===== config.mk =====
export PLATFORM = sky130hd
export DESIGN_NAME = pbc_controller
export DESIGN_NICKNAME = d
export VERILOG_FILES = /design/src/hdl/pbc_pkg.sv /design/src/hdl/pbc_controller.sv
export SDC_FILE = /design/constraint.sdc
export NUM_CORES = 1
export LEC_CHECK = 0
export BUFFER_PORTS_ARGS = -buffer_cell sky130_fd_sc_hd__buf_4
export CORE_AREA = 2 2 39 41
export DETAILED_ROUTE_END_ITERATION = 16
export DIE_AREA = 0 0 41 43
export HOLD_SLACK_MARGIN = 0.15
export MAX_ROUTING_LAYER = met4
export SETUP_SLACK_MARGIN = 0.2
export SYNTH_ARGS = -nofsm -noshare
export SYNTH_HDL_FRONTEND = slang
export SYNTH_SLANG_ARGS = --single-unit

===== constraint.sdc =====
create_clock -name clock -period 1.4 [get_ports clock]
set_clock_uncertainty 0.15 [all_clocks]
set_input_delay 0.07 -clock clock [delete_from_list [all_inputs] [get_ports clock]]
set_output_delay 0.07 -clock clock [all_outputs]
set_load 0.005 [all_outputs]

===== src/hdl/pbc_pkg.sv =====
// Shared types, codes and reset constants for the playout buffer controller.
`timescale 1ns / 1ps
package pbc_pkg;

   localparam int DEFAULT_FIFO_DEPTH = 64;

   // Item function codes
   localparam logic [1:0] FUNC_ARRIVAL = 2'd0;
   localparam logic [1:0] FUNC_TICK    = 2'd1;
   localparam logic [1:0] FUNC_START   = 2'd2;

   // Player modes
   localparam logic [1:0] MODE_IDLE      = 2'd0;
   localparam logic [1:0] MODE_BUFFERING = 2'd1;
   localparam logic [1:0] MODE_PLAYING   = 2'd2;
   localparam logic [1:0] MODE_PAUSED    = 2'd3;

   // Register indexes on the write port
   localparam logic [1:0] CSR_CAPACITY     = 2'd0;
   localparam logic [1:0] CSR_START_DELAY  = 2'd1;
   localparam logic [1:0] CSR_FRAME_PERIOD = 2'd2;

   localparam logic [23:0] CAPACITY_RESET     = 24'd1048576;
   localparam logic [15:0] START_DELAY_RESET  = 16'd1000;
   localparam logic [15:0] FRAME_PERIOD_RESET = 16'd20;
   localparam logic [31:0] RATE_MIN_RESET     = 32'd100000000;

   // Sequencer commands to the datapath
   typedef struct packed {
      logic load_item;   // capture the word, read the head descriptor
      logic event_step;  // run the pending play event if it is due
      logic arrive_step; // item action: admission, push, start command
      logic resume_step; // play at now after an arrival ends a pause
      logic load_rsp;    // copy results into the output register
   } cmd_type;

   // Datapath status to the sequencer
   typedef struct packed {
      logic resume_req;
   } status_type;

endpackage


===== src/hdl/pbc_controller.sv =====
// Sequencer for the playout buffer controller: item phases and result handshake.
`timescale 1ns / 1ps
module pbc_controller (
   input  logic                clock,
   input  logic                reset,
   input  logic                req_valid,
   output logic                req_stall,
   output logic                rsp_valid,
   input  logic                rsp_stall,
   output pbc_pkg::cmd_type    cmd,
   input  pbc_pkg::status_type status
);
   import pbc_pkg::*;

   typedef enum logic [2:0] {
      ST_IDLE,
      ST_EVENT,
      ST_ARRIVE,
      ST_RESUME,
      ST_LOAD
   } state_type;

   state_type state_ff;
   logic      rsp_valid_ff;
   logic      rsp_free;

   assign rsp_free  = !rsp_valid_ff || !rsp_stall;
   assign req_stall = (state_ff != ST_IDLE);
   assign rsp_valid = rsp_valid_ff;

   always_comb begin
      cmd             = '0;
      cmd.load_item   = (state_ff == ST_IDLE) && req_valid;
      cmd.event_step  = (state_ff == ST_EVENT);
      cmd.arrive_step = (state_ff == ST_ARRIVE);
      cmd.resume_step = (state_ff == ST_RESUME);
      cmd.load_rsp    = (state_ff == ST_LOAD) && rsp_free;
   end

   always_ff @(posedge clock) begin
      if (reset) begin
         state_ff     <= ST_IDLE;
         rsp_valid_ff <= 1'b0;
      end else begin
         if (cmd.load_rsp) begin
            rsp_valid_ff <= 1'b1;
         end else if (rsp_valid_ff && !rsp_stall) begin
            rsp_valid_ff <= 1'b0;
         end
         case (state_ff)
            ST_IDLE: begin
               if (req_valid) begin
                  state_ff <= ST_EVENT;
               end
            end
            ST_EVENT: begin
               state_ff <= ST_ARRIVE;
            end
            ST_ARRIVE: begin
               state_ff <= status.resume_req ? ST_RESUME : ST_LOAD;
            end
            ST_RESUME: begin
               state_ff <= ST_LOAD;
            end
            ST_LOAD: begin
               // hold until the output register is free
               if (rsp_free) begin
                  state_ff <= ST_IDLE;
               end
            end
            default: begin
               state_ff <= ST_IDLE;
            end
         endcase
      end
   end

endmodule


### Word-level counts from Yosys, hierarchy flattened

Cells that the tools add are included.

* flip-flop bits (word level): 4
* bits of input ports: 5
* word-level logic and storage cells: 24

* equal/unequal tests: 6
* mux-type cells: 6
* reductions and logical operators: 10

Operators by type and width (number)
* $pmux W3 S5: 1
* $mux W3: 3
* $eq A3 B2 Y1 const B: 2
* $ne A2 B2 Y1 const B: 2
* $eq A3 B1 Y1 const B: 1
* $eq A3 B3 Y1 const B: 1
* $logic_and A1 B1 Y1: 3
* $logic_not A3 Y1: 1
* $reduce_bool A3 Y1: 1
* $logic_not A1 Y1: 2
* $mux W1: 2
* $reduce_and A2 Y1: 1
* $reduce_bool A2 Y1: 1
* $logic_or A1 B1 Y1: 1

### Depth between registers and ports, before layout

Gate-level depths: netlist of the first run.

* depth in word-level cells: 4
* gate-level depth with buffers: 2

### Worst setup path before layout of the first run

Ideal clock, no wire load.

* path kind: register -> output
* start: reg state_ff[2]
* end: out cmd[0] (netlist bit)
* arrival: 0.900 ns
* data required time: 1.180 ns
* setup slack: 0.280 ns
* cell stages (with the launch flop): 3
* buffers on the path: 0
* cell sequence: dfxtp_1 > or3b_4 > a21oi_1

RTL lines
* start: declaration: line pbc_controller.sv:23 `state_type state_ff;`
* start signal: assignment: line pbc_controller.sv:60 `state_ff <= status.resume_req ? ST_RESUME : ST_LOAD;`
* end: declaration: line pbc_controller.sv:10 `output pbc_pkg::cmd_type cmd,`

==> out/results.ini, run 1 <==
[status]
status = complete, but fails checks
violations = negative setup slack

[placed_design]
io_buffers = 11
gp_congestion = 0.757
dp_slack_ps = 127
hpwl_um = 389
place_inst = 51

[floorplanning]
rows = 14
die_area_um2 = 1760
die_w_um = 41
core_um2 = 1380
io_pins = 12
die_h_um = 43
start_util = 0.147

[timing]
finalSetupViolations = 1
fin_crit_ps = 1410
hold_viol = 0
min_period_over_period = 1.01
drv_slew = 0
worst_slew_pin_slew_ps = 195
max_slew_margin = 0.869
max_freq_mhz = 707
rsz0062_at_grt = yes
timing.final.ws_setup_ps = -13.9

[setup_path]
r2r_start = state_ff[2]$_SDFFE_PP0P_
slowest_stage = or3b_4
cp_max_fo = 4
crit_path_max_incr_delay_ps = 380
rrSetupSlack_ps = 190
crit_arrival_ps = 1190
ff2ff_path_depth = 3
worstSetupStartpoint = state_ff[2]$_SDFFE_PP0P_
crit_path_end_kind = output pin
path_class = flip-flop to output pin
setup.worst_path.start_class = flip-flop
worstPathRequired_ps = 1180
r2r-end = rsp_valid$_SDFFE_PP0P_
cp_cell_sequence = or3b_4 -> a21oi_2 -> buf_4

[synth]
yosys.cell_types.count = 15
synth_top_cell_by_area = dfxtp_1
synth_area_leaders = dfxtp_1, nand3b_1, nor2_1
yosysSeqAreaShare = 0.393
syn_area_um2 = 204
synthesis.nets = 29
synth_edf_count = 0
synth_top_cell_area_share = 0.393
synth_cells = 24
ys.flop_type = dfxtp_1
synthArstFlopShare = 0
synth_warnings = 0
avgSynthCellArea_um2 = 8.50
synth.ff_latch_count = 4
synthTopCellsByCount = dfxtp_1, nor2_1, inv_1, nand2b_1, nand3b_1

[clock_tree]
clk_path_buf_depth = 2
cts_made_buffers = 3
clock_tree.root_cell = clkbuf_4
path_clk_slew_ps = 40
clkSinkCount = 4
cts_tree = yes
h-tree-depth = 1
clk_latency_ps = 250

[global_routing]
use_met2 = 0.103
grt_max_degree = 7
grt_pass1_vias = 227
busiest_layer = met1
use_met3 = 0.0942
grt_util_met1 = 0.105
grt_overflow = 0
grt_antenna_before_repair = 0
grt_util_all_layers = 0.0954
grt_pass1_wl_um = 986

[finish]
syn_to_final_growth_pct = 111
num_antenna_cells = 0
layout.nets = 53
stdcell_count = 62
fillers = 154
drive_above_1_share = 0.587

[routing]
drt_pass1_iterations = 2
via_per_inst = 4.02
dr_total_vias = 249
drt_wl_total_um = 631
routedWlPerCell_um = 10.2
drc_errors = 0
ant_nets = 0
drt_iter0_markers = 2

[pwr]
p_per_area_nw_per_um2 = 836
ir_drop_uv = 404
leakagePower_nw = 0.185

[hold_path]
hp-start = rsp_stall
min_path_cells = 3
min_to = cmd[0]
hp-class = input port to output pin

[flow_run]
max-cap-violations = 0

flip-flops by register name, indices dropped and copies added (netlist names):
signal     count
state_ff       3
rsp_valid      1
worst max path at each step:
| stage | slack [ps] | cells after the start | to |
|---|---|---|---|
| after floorplan | 280 | 2 | cmd[0] |
| after global placement | 140 | 3 | cmd[0] |
| after detailed placement | 130 | 3 | cmd[0] |
| after CTS | -20 | 3 | cmd[0] |
| after global routing | -70 | 3 | cmd[0] |
| final | -10 | 3 | cmd[0] |
power breakdown:
part / total [mW] / leakage (nW) / switching [mW] / internal, mW
Combinational: 0.0856 / 0.137 / 0.0309 / 0.0547
Clock: 0.149 / 0.0138 / 0.0526 / 0.0961
Sequential: 0.125 / 0.0345 / 0.00644 / 0.119
Total: 0.360 / 0.185 / 0.0900 / 0.270
repair_timing:
| item | in CTS | in global routing |
|---|---|---|
| hold buffers | 4 | 0 |
| endpoints found under the hold margin | 4 | 0 |
| endpoints found under the setup margin | 6 | 8 |
| buffers inserted | 4 | 0 |
| gates resized for setup | 7 | 3 |
| pin swaps | 2 | 1 |
per-stage QoR:
stage	hold slack, ps	power, mW	area (um^2)	TNS (ps)	util
6_report	241	0.360	430	-13.9	0.311
3_3_place_gp	121	0.186	307	0	0.222
5_1_grt	258	0.390	430	-104	0.311
2_1_floorplan	-17.6	0.152	204	0	-
3_5_place_dp	118	0.187	307	0	0.222
4_1_cts	244	0.354	417	-35.4	0.301
kinds of logic (layout without fill, tap and decap cells):
group / count (synthesis) / in the layout / share of synthesized area
simple gates: 13 / 13 / 0.374
compound gates: 4 / 4 / 0.147
flops: 4 / 4 / 0.393
buf+inv: 2 / 24 / 0.0368
mux: 1 / 1 / 0.0491
cell type report:
cell class	count	area [um^2]	area share
Sequential cell	4	88.8	0.206
Timing Repair Buffer	19	156	0.363
Inverter	2	7.51	0.0174
Clock buffer	3	22.5	0.0523
Multi-Input combinational cell	18	135	0.314
Tap cell	16	20.0	0.0465
cells in the final DEF, fill, tap and decap left out:
cell           instances
buf_4                 14
dlygate4sd3_1          4
nor2_1                 3
clkbuf_4               3
a21oi_2                2
inv_1                  2
nand2b_1               2
nand3b_1               2
dfxtp_4                2
or3b_4                 1
or3_4                  1
nor2_2                 1
nor2b_1                1
o32ai_2                1
nand2_1                1
a211oi_1               1
mux2i_1                1
nor4_1                 1
buf_6                  1
dfxtp_1                1
dfxtp_2                1
worst max-delay path: cells and delay by family (launching register included):
family | cells | cell delay, ps
AOI/OAI and AO/OA | 1 | 110
buffers and inverters | 1 | 110
DFF | 1 | 350
and+or+nand+nor | 1 | 380
per-layer routing:
metal | wire, um | vias to the layer above | share of wire
met1 | 253 | 106 | 0.40
met2 | 292 | 10 | 0.46
met4 | 10 | 0 | 0.016
met5 | 0 | - | 0
met3 | 74 | 3 | 0.12
li1 | - | 130 | -
No activity file was read; power rests on OpenSTA's default activity.
==> run 2, diff against run 1 <==
--- a/config.mk
+++ b/config.mk
@@ -5,6 +5,7 @@
 export SDC_FILE = /design/constraint.sdc
 export NUM_CORES = 1
 export LEC_CHECK = 0
+export ABC_AREA = 1
 export BUFFER_PORTS_ARGS = -buffer_cell sky130_fd_sc_hd__buf_4
 export CORE_AREA = 2 2 39 41
 export DETAILED_ROUTE_END_ITERATION = 16
==> run 2 against run 1 <==
The run now ends clean; design area fell by 5.5%; total power rose by 17%; first-iteration DRC count did not move; maximum frequency rose by 15%; setup slack improved by 180 ps; register-to-register slack improved by 70 ps; synthesized cell count rose by 46%; core utilization fell by 1.7 points; combinational power rose by 60%; via count rose by 8.8%; critical path depth rose by 1; largest power group is now registers; highest routed layer is now met3.
==> out/results.ini, run 2 <==
[clock_tree]
clkSinkCount = 4
holdBufCountCts = 3
clk_path_buf_depth = 2
h-tree-depth = 1
clock_tree.root_cell = clkbuf_4
cts_made_buffers = 3
path_clk_slew_ps = 30
clk_latency_ps = 230
cts_tree = yes

[global_routing]
grt_max_degree = 7
grt_util_all_layers = 0.0821
grt_overflow = 0
grt_antenna_before_repair = 0
grt_pass1_vias = 237
grt_pass1_wl_um = 876

[timing]
fin_crit_ps = 1230
tns_ps = 0
finalSetupViolations = 0
min_period_over_period = 0.880
hold_viol = 0
rsz0062_at_grt = yes
worst_slew_pin_slew_ps = 169
drv_slew = 0
max_slew_margin = 0.886
max_freq_mhz = 812

[floorplanning]
die_area_um2 = 1760
rows = 14
io_pins = 12
start_util = 0.163
core_um2 = 1380
die_h_um = 43
die_w_um = 41

[placed_design]
gp_congestion = 0.694
hpwl_um = 437
postPlaceCellArea_um2 = 328
io_buffers = 11

[pwr]
p_comb_frac = 0.327
power_switching_uw = 122
swShare = 0.291
pwr-share-clk = 0.324
p_per_area_nw_per_um2 = 1030
ir_drop_uv = 311
leakagePower_nw = 0.212
p_int_uw = 298
p_seq_frac = 0.349

[synth]
synthesis.nets = 40
synthTopCellsByCount = nor2_1, inv_1, dfxtp_1, nand2_1, nand3_1
yosysSeqAreaShare = 0.356
synth_top_cell_by_area = dfxtp_1
synthArstFlopShare = 0
synth_area_leaders = dfxtp_1, nor2_1, nand3_1
synth_warnings = 0
synth_cells = 35
synth_top_cell_area_share = 0.356
syn_area_um2 = 225
ys.flop_type = dfxtp_1
avgSynthCellArea_um2 = 6.43
synth_edf_count = 0
synth.ff_latch_count = 4
yosysMostFrequentCell = nor2_1
yosys.cell_types.count = 12

[setup_path]
crit_arrival_ps = 1010
ff2ff_path_depth = 6
setup.worst_path.start_class = flip-flop
path_class = flip-flop to output pin
cp_max_fo = 6
worstPathRequired_ps = 1180
crit_path_end_kind = output pin

[finish]
final_cell_area_um2 = 407
final_cell_mix = buf_4, inv_1, nor2_1
num_antenna_cells = 0
fillers = 155
layout_commonest_cell = buf_4
layout.nets = 61
seq_area_um2 = 88.8
syn_to_final_growth_pct = 80.6
top_register = state_ff
drive_above_1_share = 0.500
largest_reg_flops = 3
multi_input_comb_area_um2 = 121

[routing]
via_per_inst = 3.87
dr_total_vias = 271
drt_iter0_markers = 2
drt_wl_total_um = 560
routedWlPerCell_um = 8.00
drc_errors = 0
drt_pass1_iterations = 2
ant_nets = 0

[flow_run]
max-cap-violations = 0

[status]
status = finished clean

[hold_path]
min_path_cells = 3
hp-class = input port to flip-flop

## run 2: repair_timing
action,in CTS,in global routing
pin swaps,1,1
setup endpoints to repair,5,5
gates cloned,0,0
hold endpoints to repair,4,2
buffers inserted,0,2
resized for setup,3,3
## run 2: power groups by stage
stage,Combinational [mW],Sequential [mW],Clock [mW]
after floorplan,0.0670,0.144,0
after CTS,0.131,0.148,0.144
final,0.137,0.147,0.136
after detailed placement,0.125,0.147,0
after global routing,0.154,0.149,0.157
after global placement,0.123,0.147,0
## run 2: final cells by class
class	instances	share of cell area
clock buffer	3	0.0554
inverter	7	0.0646
multi-input combinational	24	0.298
sequential	4	0.218
tap	16	0.0492
timing repair buffer	16	0.314
## run 2: worst max-delay path: stages, from the launching register on
cell and delay (ps):
dfxtp_4 360, nor2_4 150, nand2_2 90, nor2_2 80
buf_4 110
## run 2: final timing paths
check / start / endpoint / slack (ps)
worst max-delay path: state_ff[0]$_SDFFE_PP0P_ / cmd[4] / 170
worst min-delay path: rsp_stall / rsp_valid$_SDFFE_PP0P_ / 20
worst max register to register: state_ff[0]$_SDFFE_PP0P_ / state_ff[0]$_SDFFE_PP0P_ / 260
worst min register to register: rsp_valid$_SDFFE_PP0P_ / rsp_valid$_SDFFE_PP0P_ / 370
## run 2: cells by family (layout without fill, tap and decap cells)
logic type / after synthesis / in the layout / synth area share
AND/OR/NAND/NOR: 20 / 20 / 0.439
buffers and inverters: 7 / 26 / 0.117
flip-flops: 4 / 4 / 0.356
AO/OA/AOI/OAI: 4 / 4 / 0.0888
## run 2: layer usage
layer / track usage / routed length [um]
met1: 0.0735 / 218
met2: 0.113 / 299
met3: 0.0471 / 42
met4: 0.0800 / 0
met5: - / 0
## run 2: metrics by stage
step / worst slack [ps] / hold WS, ps / util / instances / power [mW]
finish: 168 / 24.2 / 0.294 / 70 / 0.420
detailed placement: 344 / 114 / 0.237 / 62 / 0.271
global route: 97.6 / 43.7 / 0.294 / 70 / 0.460
CTS: 159 / 17.4 / 0.278 / 68 / 0.422
global placement: 331 / 108 / 0.237 / 62 / 0.270
floorplan: 419 / -10.9 / - / 35 / 0.211
